--- config.mk ---
export PLATFORM = sky130hd
export DESIGN_NAME = ddo_fifo
export DESIGN_NICKNAME = d
export VERILOG_FILES = /design/src/hdl/differential_drive_odometry_defines.svh /design/src/hdl/ddo_pkg.sv /design/src/hdl/ddo_fifo.sv
export SDC_FILE = /design/constraint.sdc
export NUM_CORES = 1
export LEC_CHECK = 0
export BUFFER_PORTS_ARGS = -buffer_cell sky130_fd_sc_hd__buf_2
export CAP_MARGIN = 15
export CORE_ASPECT_RATIO = 0.6
export CORE_UTILIZATION = 38
export CTS_BUF_LIST = sky130_fd_sc_hd__clkbuf_8
export CTS_CLUSTER_DIAMETER = 80
export DETAILED_ROUTE_END_ITERATION = 10
export GPL_ROUTABILITY_DRIVEN = 0
export GPL_TIMING_DRIVEN = 0
export PLACE_DENSITY = 0.74
export SYNTH_ARGS = -nofsm -noshare
export SYNTH_HDL_FRONTEND = slang
export SYNTH_SLANG_ARGS = --single-unit
--- constraint.sdc ---
create_clock -name i_clk -period 5.1 [get_ports i_clk]
set_input_delay 1.02 -clock i_clk [delete_from_list [all_inputs] [get_ports i_clk]]
set_output_delay 1.02 -clock i_clk [all_outputs]
set_load 0.05 [all_outputs]
--- src/hdl/differential_drive_odometry_defines.svh ---
// ----------------------------------------------------------------------------
// Differential drive odometry assertion macros
// Concurrent check wrappers, empty for synthesis.
// ----------------------------------------------------------------------------
`ifndef DIFFERENTIAL_DRIVE_ODOMETRY_DEFINES_SVH
`define DIFFERENTIAL_DRIVE_ODOMETRY_DEFINES_SVH
`ifndef SYNTHESIS
`define DDO_ASSERT_IMPL(label, ante, cons) \
    label: assert property (@(posedge i_clk) disable iff (!i_rst_n) (ante) |-> (cons)) \
        else $error("odometry check failed");
`define DDO_ASSERT_NEXT(label, ante, cons) \
    label: assert property (@(posedge i_clk) disable iff (!i_rst_n) (ante) |=> (cons)) \
        else $error("odometry check failed");
`else
`define DDO_ASSERT_IMPL(label, ante, cons)
`define DDO_ASSERT_NEXT(label, ante, cons)
`endif
`endif

--- src/hdl/ddo_pkg.sv ---
// ----------------------------------------------------------------------------
// Differential drive odometry package
// Widths, constants, shared types and the CORDIC arctangent table.
// ----------------------------------------------------------------------------
package ddo_pkg;

    localparam int POS_W      = 48;
    localparam int OUT_POS_W  = 48;
    localparam int DIST_W     = 32;
    localparam int TIME_W     = 24;
    localparam int TRACK_W    = 24;
    localparam int HEAD_W     = 32;
    localparam int VEL_W      = 32;
    localparam int PX_W       = 36;
    localparam int SUM_W      = ((POS_W > OUT_POS_W) ? POS_W : OUT_POS_W) + 1;
    localparam int NUM_W      = 62;
    localparam int DSH_W      = TIME_W + VEL_W - 1;

    localparam int FIFO_DEPTH = 2;
    localparam int FIFO_AW    = 1;

    localparam int CORDIC_STEPS = 30;
    localparam int CNT_W        = 5;
    localparam int CORDIC_W     = 34;

    localparam logic [TRACK_W-1:0] TRACK_RESET = 24'd374491;
    localparam logic [29:0] RAD_TO_BAU = 30'd683565276;
    localparam logic signed [CORDIC_W-1:0] CORDIC_GAIN = 34'sd652032874;
    localparam logic signed [CORDIC_W-1:0] QUARTER_TURN = 34'sd1073741824;
    localparam logic signed [CORDIC_W-1:0] HALF_TURN = 34'sd2147483648;
    localparam logic [19:0] USEC_PER_SEC = 20'd1000000;

    typedef struct packed {
        logic signed [DIST_W-1:0] dl;
        logic signed [DIST_W-1:0] dr;
        logic [TIME_W-1:0]        dt;
    } t_delta;

    typedef struct packed {
        logic empty;
        logic full;
    } t_fifo_status;

    function automatic logic signed [CORDIC_W-1:0] atan_bau(input logic [CNT_W-1:0] idx);
        case (idx)
            5'd0:    return 34'sd536870912;
            5'd1:    return 34'sd316933406;
            5'd2:    return 34'sd167458907;
            5'd3:    return 34'sd85004756;
            5'd4:    return 34'sd42667331;
            5'd5:    return 34'sd21354465;
            5'd6:    return 34'sd10679838;
            5'd7:    return 34'sd5340245;
            5'd8:    return 34'sd2670163;
            5'd9:    return 34'sd1335087;
            5'd10:   return 34'sd667544;
            5'd11:   return 34'sd333772;
            5'd12:   return 34'sd166886;
            5'd13:   return 34'sd83443;
            5'd14:   return 34'sd41722;
            5'd15:   return 34'sd20861;
            5'd16:   return 34'sd10430;
            5'd17:   return 34'sd5215;
            5'd18:   return 34'sd2608;
            5'd19:   return 34'sd1304;
            5'd20:   return 34'sd652;
            5'd21:   return 34'sd326;
            5'd22:   return 34'sd163;
            5'd23:   return 34'sd81;
            5'd24:   return 34'sd41;
            5'd25:   return 34'sd20;
            5'd26:   return 34'sd10;
            5'd27:   return 34'sd5;
            5'd28:   return 34'sd3;
            5'd29:   return 34'sd1;
            default: return 34'sd0;
        endcase
    endfunction

endpackage

--- src/hdl/ddo_fifo.sv ---
// ----------------------------------------------------------------------------
// Odometry delta queue
// Short register queue between front end and back end.
// ----------------------------------------------------------------------------
module ddo_fifo (
    input  logic                  i_clk,
    input  logic                  i_rst_n,
    input  logic                  i_push,
    input  ddo_pkg::t_delta       i_push_data,
    input  logic                  i_pop,
    output ddo_pkg::t_delta       o_pop_data,
    output ddo_pkg::t_fifo_status o_status
);
    import ddo_pkg::*;

    t_delta             r_mem [FIFO_DEPTH];
    logic [FIFO_AW-1:0] r_wr_ptr;
    logic [FIFO_AW-1:0] r_rd_ptr;
    logic [FIFO_AW:0]   r_count;

    assign o_pop_data      = r_mem[r_rd_ptr];
    assign o_status.empty  = (r_count == '0);
    assign o_status.full   = (r_count == FIFO_DEPTH[FIFO_AW:0]);

    always_ff @(posedge i_clk) begin
        if (!i_rst_n) begin
            r_wr_ptr <= '0;
            r_rd_ptr <= '0;
            r_count  <= '0;
        end else begin
            if (i_push) begin
                r_wr_ptr <= r_wr_ptr + 1'b1;
            end
            if (i_pop) begin
                r_rd_ptr <= r_rd_ptr + 1'b1;
            end
            if (i_push && !i_pop) begin
                r_count <= r_count + 1'b1;
            end else if (i_pop && !i_push) begin
                r_count <= r_count - 1'b1;
            end
        end
        if (i_push) begin
            r_mem[r_wr_ptr] <= i_push_data;
        end
    end

endmodule

==> flow_summary.toml <==
[sta]
final.setup.tns_ns = 0
finalSetupViolCount = 0
slew_headroom_pct = 45.01
period_share_pct = 55.70
finalMaxSlewViolations = 0
hold_viol = 0
post-route-min-period_ns = 2.841
setup_slack_ns = 2.259
fmax_mhz = 352.0
grt_setup_unrepaired = "no"
hold_ws_ns = 0.5371
skew_ns = 0.01968
worst_slew_pin_slew_ns = 0.8231

[critical_path]
ff2ff_path_depth = 2
timing.rr.end = "r_mem[1][37]"
crit_end = "o_pop_data[58]"
startpoint_type = "register"
r2r-start = "r_wr_ptr"
worstSetupPathType = "reg2out"
crit_required_ns = 4.08
rrSetupSlack_ns = 3.42
cp_max_fo = 10
end_kind = "primary output"
crit_arrival_ns = 1.82

[global_routing]
overflow = 0
antenna_found_initial = 0
grt_pass1_wl_mm = 18.93
grt_max_degree = 47
grt_pass1_vias = 3634
grt_usage_pct = 13.99

[flow_run]
maxCapViolCount = 0

[routing]
viasPerCell = 4.552
drt_iter0_markers = 206
ant_nets = 0
wire_per_inst_um = 16.43
drt_pass1_iterations = 4
wirelength_mm = 12.26
drc = 0
vias = 3396

[clocking]
cts_resized = 0
h-tree-depth = 4
post_cts_buffers = 0
cts_tree = "built"
insertion_delay_ns = 0.45
cts_made_buffers = 17
cts_hold_buffers = 0
root_buffer = "clkbuf_8"
path_clk_slew_ns = 0.08
cts_sinks = 181
cts_buffer_depth = 2

[place]
dp.cells = 714
hpwlAfterDp_mm = 8.456
dp_slack_ns = 2.581
numPortBuffers = 181

[layout]
layout_common_cells = "buf_2 (187), edfxtp_1 (176), mux2_2 (68)"
finalNonFillerCells = 746
mostFrequentLayoutCell = "buf_2"
drive_gt1_share_pct = 61.52
diodes = 0
nets = 592
area_growth_pct = 25.56

[yosys]
netlist_area_um2 = 6643
ys.warnings.count = 0
synth.avg_cell_area_um2 = 22.44
synthCells = 296
syn-num-nets = 389
ys_types = 17
synth_seq_cells = 181
seq_area_frac_synth_pct = 81.07

[die]
start_util_pct = 38.78
rows = 37
die_h_um = 104.4
core_area_um2 = 17130
io_pins = 182
fp.dieArea_um2 = 18030
die_x_um = 172.7

[min_path]
hold_class = "reg2reg"

[power]
powerDensity_nw_per_um2 = 398.4
irDropWorstVdd_mv = 0.2018
power.leakage_uw = 0.003161

[status]
outcome = "completed"
## critical path, cell delays in order, from the launching register on
cell and delay, ns:
dfxtp_1 0.33, buf_6 0.13, buf_6 0.18, buf_6 0.20, mux2_4 0.32, buf_2 0.21
## how the worst min path moves through the flow
| stage | start | to | slack (ns) | depth (start not counted) |
|---|---|---|---|---|
| floorplan | r_count[1] | r_count[1] | 0.47 | 2 |
| global placement | r_count[1] | r_count[1] | 0.48 | 2 |
| detailed placement | r_count[1] | r_count[1] | 0.53 | 2 |
| CTS | r_count[1] | r_count[1] | 0.54 | 2 |
| global route | r_count[1] | r_count[1] | 0.57 | 2 |
| finish | r_count[1] | r_count[1] | 0.54 | 2 |
## registers in the layout, summed over array words and instances (netlist names), named ones only
signal	count
r_mem	176
r_count	2
r_rd_ptr	1
r_wr_ptr	1
## stage by stage
step	instance area, um2	power, uW	util, %
after floorplan	6645	2206	-
after global placement	7844	2344	45.79
after detailed placement	7919	2361	46.23
after CTS	8341	3372	48.69
after global routing	8341	3446	48.69
final	8341	3322	48.69
## kinds of logic after synthesis
family / Yosys count / share of synthesized area, %
simple gates: 9 / 0.8099
compound gates: 3 / 0.3014
flops: 181 / 81.07
buf+inv: 11 / 1.187
mux: 88 / 16.05
xor+xnor: 3 / 0.3956
fa+ha+maj: 1 / 0.1883
## power breakdown
part | internal, uW | leakage, uW | switching [uW]
clock | 457 | 0.000206 | 545
combinational | 178 | 0.00126 | 407
sequential | 1720 | 0.00169 | 19.3
total | 2350 | 0.00316 | 972
## area by class of cell
type | count | area [um2]
multi-input combinational | 104 | 1189
sequential | 181 | 5385
inverter | 1 | 3.754
tap | 234 | 292.8
fill | 1477 | 8788
clock inverter | 15 | 187.7
clock buffer | 17 | 234.0
buffer | 10 | 75.07
timing repair buffer | 184 | 973.4
## synth_stat cells (all sizes together)
cell type | count | share of area [%]
ha | 1 | 0.19
mux2 | 88 | 16
o21ai | 1 | 0.075
dfxtp | 5 | 1.5
and2 | 4 | 0.38
nor2b | 3 | 0.28
xnor2 | 1 | 0.13
inv | 1 | 0.056
o21a | 1 | 0.11
xor2 | 2 | 0.26
a21boi | 1 | 0.11
or3 | 1 | 0.094
edfxtp | 176 | 80
nor2 | 1 | 0.056
buf | 10 | 1.1
## routing by layer
metal  wire [um]  GRT usage, %
met5           0             0
met4         163         5.879
met3         925         5.519
met2        5704         21.98
met1        5463         17.23
No activity file was read; power rests on OpenSTA's default activity.
