===== src/hdl/differential_drive_odometry_defines.svh =====
// ----------------------------------------------------------------------------
// Differential drive odometry assertion macros
// Concurrent check wrappers, empty for synthesis.
// ----------------------------------------------------------------------------
`ifndef DIFFERENTIAL_DRIVE_ODOMETRY_DEFINES_SVH
`define DIFFERENTIAL_DRIVE_ODOMETRY_DEFINES_SVH
`ifndef SYNTHESIS
`define DDO_ASSERT_IMPL(label, ante, cons) \
    label: assert property (@(posedge i_clk) disable iff (!i_rst_n) (ante) |-> (cons)) \
        else $error("odometry check failed");
`define DDO_ASSERT_NEXT(label, ante, cons) \
    label: assert property (@(posedge i_clk) disable iff (!i_rst_n) (ante) |=> (cons)) \
        else $error("odometry check failed");
`else
`define DDO_ASSERT_IMPL(label, ante, cons)
`define DDO_ASSERT_NEXT(label, ante, cons)
`endif
`endif


===== src/hdl/ddo_pkg.sv =====
// ----------------------------------------------------------------------------
// Differential drive odometry package
// Widths, constants, shared types and the CORDIC arctangent table.
// ----------------------------------------------------------------------------
package ddo_pkg;

    localparam int POS_W      = 48;
    localparam int OUT_POS_W  = 48;
    localparam int DIST_W     = 32;
    localparam int TIME_W     = 24;
    localparam int TRACK_W    = 24;
    localparam int HEAD_W     = 32;
    localparam int VEL_W      = 32;
    localparam int PX_W       = 36;
    localparam int SUM_W      = ((POS_W > OUT_POS_W) ? POS_W : OUT_POS_W) + 1;
    localparam int NUM_W      = 62;
    localparam int DSH_W      = TIME_W + VEL_W - 1;

    localparam int FIFO_DEPTH = 2;
    localparam int FIFO_AW    = 1;

    localparam int CORDIC_STEPS = 30;
    localparam int CNT_W        = 5;
    localparam int CORDIC_W     = 34;

    localparam logic [TRACK_W-1:0] TRACK_RESET = 24'd374491;
    localparam logic [29:0] RAD_TO_BAU = 30'd683565276;
    localparam logic signed [CORDIC_W-1:0] CORDIC_GAIN = 34'sd652032874;
    localparam logic signed [CORDIC_W-1:0] QUARTER_TURN = 34'sd1073741824;
    localparam logic signed [CORDIC_W-1:0] HALF_TURN = 34'sd2147483648;
    localparam logic [19:0] USEC_PER_SEC = 20'd1000000;

    typedef struct packed {
        logic signed [DIST_W-1:0] dl;
        logic signed [DIST_W-1:0] dr;
        logic [TIME_W-1:0]        dt;
    } t_delta;

    typedef struct packed {
        logic empty;
        logic full;
    } t_fifo_status;

    function automatic logic signed [CORDIC_W-1:0] atan_bau(input logic [CNT_W-1:0] idx);
        case (idx)
            5'd0:    return 34'sd536870912;
            5'd1:    return 34'sd316933406;
            5'd2:    return 34'sd167458907;
            5'd3:    return 34'sd85004756;
            5'd4:    return 34'sd42667331;
            5'd5:    return 34'sd21354465;
            5'd6:    return 34'sd10679838;
            5'd7:    return 34'sd5340245;
            5'd8:    return 34'sd2670163;
            5'd9:    return 34'sd1335087;
            5'd10:   return 34'sd667544;
            5'd11:   return 34'sd333772;
            5'd12:   return 34'sd166886;
            5'd13:   return 34'sd83443;
            5'd14:   return 34'sd41722;
            5'd15:   return 34'sd20861;
            5'd16:   return 34'sd10430;
            5'd17:   return 34'sd5215;
            5'd18:   return 34'sd2608;
            5'd19:   return 34'sd1304;
            5'd20:   return 34'sd652;
            5'd21:   return 34'sd326;
            5'd22:   return 34'sd163;
            5'd23:   return 34'sd81;
            5'd24:   return 34'sd41;
            5'd25:   return 34'sd20;
            5'd26:   return 34'sd10;
            5'd27:   return 34'sd5;
            5'd28:   return 34'sd3;
            5'd29:   return 34'sd1;
            default: return 34'sd0;
        endcase
    endfunction

endpackage


===== src/hdl/ddo_front.sv =====
// ----------------------------------------------------------------------------
// Odometry front end
// Accepts wheel samples and turns cumulative distances into deltas.
// ----------------------------------------------------------------------------
module ddo_front (
    input  logic                               i_clk,
    input  logic                               i_rst_n,
    input  logic                               i_valid,
    output logic                               o_ready,
    input  logic signed [ddo_pkg::DIST_W-1:0]  i_left_distance,
    input  logic signed [ddo_pkg::DIST_W-1:0]  i_right_distance,
    input  logic        [ddo_pkg::TIME_W-1:0]  i_elapsed_time,
    input  ddo_pkg::t_fifo_status              i_fifo_status,
    output logic                               o_push,
    output ddo_pkg::t_delta                    o_push_data
);
    import ddo_pkg::*;

    logic              r_started;
    logic [DIST_W-1:0] r_left_prev;
    logic [DIST_W-1:0] r_right_prev;

    assign o_ready = !i_fifo_status.full;
    assign o_push  = i_valid && o_ready;

    // first sample is the zero point: deltas forced to zero
    always_comb begin
        o_push_data.dt = i_elapsed_time;
        if (r_started) begin
            o_push_data.dl = $signed(i_left_distance - r_left_prev);
            o_push_data.dr = $signed(i_right_distance - r_right_prev);
        end else begin
            o_push_data.dl = '0;
            o_push_data.dr = '0;
        end
    end

    always_ff @(posedge i_clk) begin
        if (!i_rst_n) begin
            r_started <= 1'b0;
        end else if (o_push) begin
            r_started <= 1'b1;
        end
        if (o_push) begin
            r_left_prev  <= i_left_distance;
            r_right_prev <= i_right_distance;
        end
    end

endmodule


===== config.mk =====
export PLATFORM = sky130hd
export DESIGN_NAME = ddo_front
export DESIGN_NICKNAME = d
export VERILOG_FILES = /design/src/hdl/differential_drive_odometry_defines.svh /design/src/hdl/ddo_pkg.sv /design/src/hdl/ddo_front.sv
export SDC_FILE = /design/constraint.sdc
export NUM_CORES = 1
export LEC_CHECK = 0
export ABC_CLOCK_PERIOD_IN_PS = 3900
export BUFFER_PORTS_ARGS = -buffer_cell sky130_fd_sc_hd__buf_2
export CAP_MARGIN = 15
export CELL_PAD_IN_SITES_DETAIL_PLACEMENT = 1
export CELL_PAD_IN_SITES_GLOBAL_PLACEMENT = 2
export CORE_ASPECT_RATIO = 1.75
export CORE_MARGIN = 4
export CORE_UTILIZATION = 31
export DETAILED_ROUTE_END_ITERATION = 8
export HOLD_SLACK_MARGIN = 0.06
export MAX_ROUTING_LAYER = met4
export PLACE_DENSITY_LB_ADDON = 0.1
export SYNTH_ARGS = -nofsm -noshare
export SYNTH_HDL_FRONTEND = slang
export SYNTH_SLANG_ARGS = --single-unit

===== constraint.sdc =====
create_clock -name i_clk -period 3.9 [get_ports i_clk]
set_input_delay 0.195 -clock i_clk [delete_from_list [all_inputs] [get_ports i_clk]]
set_output_delay 0.195 -clock i_clk [all_outputs]
set_load 0.02 [all_outputs]

==> results.rst <==
.. list-table::
   :header-rows: 1

   * - Metric
     - Value
   * - Run status
     - finished clean
   * - Post-DP Area
     - 7080 sq um
   * - Post-detailed-route wirelength per cell
     - 18.2 microns
   * - Highest fanout seen on the critical path
     - 4
   * - Highest signal layer in the routed design
     - met4
   * - Nets
     - 1086
   * - VDD IR max
     - 0.169 mV
   * - TritonCTS buffer count
     - 9
   * - CTS tree
     - yes
   * - Static power due to leakage
     - 3.56 nW
   * - Quantity of gates resized following cts
     - 0
   * - Detailed-route wire length
     - 21400 microns
   * - Count of max-cap constraint violations
     - 0
   * - Share of synthesized area occupied by flip-flops and latches
     - 30.6%
   * - Total DRC errors in the routed layout
     - 0
   * - Share of the cycle needed by the critical path after routing
     - 93.7%
   * - Antenna violations before repair
     - 0
   * - Final worst clock skew
     - 0 ns
   * - Number of sinks on the clock net
     - 65
   * - Count of distinct cell types in the synthesized netlist
     - 66
   * - Largest net degree at the start of global routing
     - 34
   * - Routed length on met1
     - 7680 microns
   * - Wire length of the first global-routing pass
     - 34500 microns
   * - Top cells by area, synth
     - sky130_fd_sc_hd__edfxtp_1, sky130_fd_sc_hd__ha_1, sky130_fd_sc_hd__a21oi_1
   * - Warnings from Yosys
     - 0
   * - Number of failing hold endpoints at the final stage
     - 0
   * - Gr usage total
     - 19.9%
   * - Number of synthesized register bits
     - 65
   * - Most used flip-flop cell after synthesis
     - sky130_fd_sc_hd__edfxtp_1
   * - Post-detailed-route via-to-cell ratio
     - 5.20
   * - Portion of synthesized cell area occupied by the leading cell type
     - 30.3%
   * - Worst Path Buf+Inv
     - 4
   * - Clk slew on worst S/H paths
     - 0.06 ns
   * - Worst-case headroom to the max-slew limit
     - 39.7%
   * - CP Data Arrival Time
     - 3.46 ns
   * - Ports
     - 183
   * - Overflow left after global routing
     - 0
   * - DR iter-0 viols
     - 193
   * - Die width
     - 116 microns
   * - Post-DP HPWL
     - 17300 microns
   * - Signed area change from the synthesized netlist to the final layout
     - 25.3%
   * - Area of the mapped netlist
     - 6350 sq um
   * - Mapped Nets
     - 927
   * - Power per cell area
     - 331 nW/um^2
   * - Iteration count of the initial detailed-routing pass
     - 4
   * - H-tree lvl count
     - 3
   * - Data required time of the critical path
     - 3.70 ns
   * - Pre-CTS setup slack
     - 0.720 ns
   * - Area leader, netlist
     - sky130_fd_sc_hd__edfxtp_1
   * - Startpoint type of the worst setup path
     - input pin
   * - Critical path start-end classification
     - input pin to output pin
   * - Via Count
     - 6120
   * - Diodes inserted
     - 0
   * - Endpoint class of the critical path
     - output pin
   * - Final Slew Violations
     - 0
   * - Worst path most repeated cell
     - sky130_fd_sc_hd__buf_2
   * - Async S/R FF share, synth
     - 0%
   * - Actual transition at the worst max-transition pin
     - 0.903 ns
   * - Final setup viols
     - 0
   * - Final standard cell utilization of the core
     - 39.3%
   * - Post-synthesis area per instance
     - 8.26 sq um
   * - Number of rows in the core area
     - 69
   * - Core area
     - 20200 sq um
   * - Class of the tightest hold or removal check
     - input pin to register
   * - Clock root buffer
     - sky130_fd_sc_hd__clkbuf_16
   * - Met2 Routed Length
     - 12200 microns
   * - Number of global-route vias before repair
     - 6764
   * - Reg2reg setup slack
     - 3.08 ns
   * - Max Clock Freq
     - 274 MHz
   * - Antenna viol nets, final
     - 0
   * - Starting density of the core
     - 31.4%
   * - Worst setup margin
     - 0.246 ns
   * - Fraction of layout instances using a drive strength above 1
     - 18.4%
   * - Worst-case clock buffer depth
     - 2
   * - Longest individual stage delay on the worst path
     - 0.56 ns
   * - Latest clock arrival within the worst-skew pair
     - 0.34 ns
   * - Count of flip-flops with a built-in enable after synthesis
     - 64
   * - Vertical die dimension
     - 197 microns
   * - RSZ-0062 raised after global routing
     - false
   * - Number of port buffers
     - 133
   * - Total negative setup slack
     - 0 ns
   * - Total Die Area
     - 22900 sq um
   * - Post-route design area
     - 7950 sq um
   * - Worst-path cell with the longest stage delay
     - sky130_fd_sc_hd__o211ai_1
   * - Category of cells accounting for the largest share of critical-path delay
     - compound AO/OA/AOI/OAI gates
   * - Post-Syn Instances
     - 768
   * - Cell-by-cell trace of the critical path
     - dlygate4sd3_1 > buf_2 > inv_1 > ha_1 > fa_1 > nand2b_1 > a2111oi_2 > nor2_1 > o211ai_1 > o21a_1 > nor3_1 > nor3b_1 > buf_2
   * - Routed length on met3
     - 721 microns
   * - Time the worst path needs with I/O delays and setup
     - 3.65 ns
   * - Power, Total
     - 2.63 mW
   * - RD Place Congestion
     - 0.844
## synthesized netlist by cell type (all sizes together), types with 5 or more instances
library cell,n
a21oi,68
a211oi,12
a21boi,6
a21o,10
clkbuf,18
nand4,15
xnor2,20
nor2,88
xor2,24
o21ai,51
nand3,18
edfxtp,64
a31oi,8
inv,80
nor2b,7
nand2,58
o211ai,11
nand2b,9
o21bai,5
nor3,18
o31ai,6
ha,64
buf,37
o21a,11
## sequential cells by signal (all words and copies together), names as in the netlist
signal and cells:
r_left_prev 32, r_right_prev 32, r_started 1
## per-layer routing
layer	GRT usage, %	vias to the layer above
met4	9.25	0
li1	-	3040
met3	2.70	47
met5	-	-
met1	18.7	2901
met2	38.4	132
## where the power goes
part           internal, mW  switching (mW)
Sequential            0.820          0.0139
Combinational         0.407           0.646
Clock                 0.416           0.329
## area by class of cell
type                            count  area (sq um)
Clock buffer                        9           225
Clock inverter                      5          25.0
Fill cell                        2468         12300
Inverter                           80           300
Multi-Input combinational cell    568          3800
Sequential cell                    65          1940
Tap cell                          248           310
Timing Repair Buffer              203          1350
## path summary, 6_finish.rpt
| check | startpoint | endpoint | depth (start not counted) |
|---|---|---|---|
| max reg2reg | r_started$_SDFFE_PN0P_ | r_started$_SDFFE_PN0P_ | 2 |
| max | i_right_distance[0] | o_push_data[50] | 13 |
| min reg2reg | r_started$_SDFFE_PN0P_ | r_started$_SDFFE_PN0P_ | 2 |
| min | i_left_distance[4] | r_left_prev[4]$_DFFE_PP_ | 1 |
## layout by cell type (no fill, tap or decap), types with 3 or more instances in the layout
| cell | instances |
|---|---|
| sky130_fd_sc_hd__buf_2 | 133 |
| sky130_fd_sc_hd__inv_1 | 79 |
| sky130_fd_sc_hd__o21ai_0 | 47 |
| sky130_fd_sc_hd__and3_1 | 4 |
| sky130_fd_sc_hd__nand2b_1 | 9 |
| sky130_fd_sc_hd__o21a_1 | 11 |
| sky130_fd_sc_hd__xnor2_1 | 20 |
| sky130_fd_sc_hd__o31ai_1 | 6 |
| sky130_fd_sc_hd__xor2_1 | 24 |
| sky130_fd_sc_hd__nand3_1 | 18 |
| sky130_fd_sc_hd__o221ai_1 | 3 |
| sky130_fd_sc_hd__edfxtp_1 | 64 |
| sky130_fd_sc_hd__nor3b_1 | 3 |
| sky130_fd_sc_hd__nor2b_1 | 6 |
| sky130_fd_sc_hd__nor2_1 | 88 |
| sky130_fd_sc_hd__mux2i_1 | 4 |
| sky130_fd_sc_hd__a31oi_1 | 8 |
| sky130_fd_sc_hd__nand4_1 | 15 |
| sky130_fd_sc_hd__a21oi_1 | 67 |
| sky130_fd_sc_hd__buf_4 | 8 |
| sky130_fd_sc_hd__dlygate4sd3_1 | 62 |
| sky130_fd_sc_hd__nand2_1 | 58 |
| sky130_fd_sc_hd__a21o_1 | 10 |
| sky130_fd_sc_hd__and2_1 | 4 |
| sky130_fd_sc_hd__nor3_1 | 18 |
| sky130_fd_sc_hd__o21bai_1 | 5 |
| sky130_fd_sc_hd__a211oi_1 | 12 |
| sky130_fd_sc_hd__ha_1 | 64 |
| sky130_fd_sc_hd__or2_2 | 4 |
| sky130_fd_sc_hd__clkbuf_16 | 9 |
| sky130_fd_sc_hd__o211ai_1 | 11 |
| sky130_fd_sc_hd__a21boi_0 | 6 |
## repair_timing
item | 4_1_cts | 5_1_grt
buffers inserted | 0 | 0
hold buffers | 62 | 0
hold endpoints to repair | 62 | 0
## kinds of logic (layout without fill, tap and decap cells)
| logic type | Yosys count | in the layout | synth area share (%) |
|---|---|---|---|
| AOI/OAI and AO/OA | 216 | 216 | 22.4 |
| xor gates and xnor gates | 44 | 44 | 6.07 |
| adders and majority gates | 66 | 66 | 13.2 |
| buffers and inverters | 135 | 297 | 9.64 |
| DFF | 65 | 65 | 30.6 |
| muxes | 5 | 5 | 0.808 |
| and+or+nand+nor | 237 | 237 | 17.3 |
## stage by stage
stage               cells  hold slack (ns)
global route         1178           0.0645
CTS                  1178           0.0600
floorplan             768            0.294
global placement     1102            0.390
detailed placement   1102            0.390
finish               1178           0.0761
(Power assumes the default switching activity.)
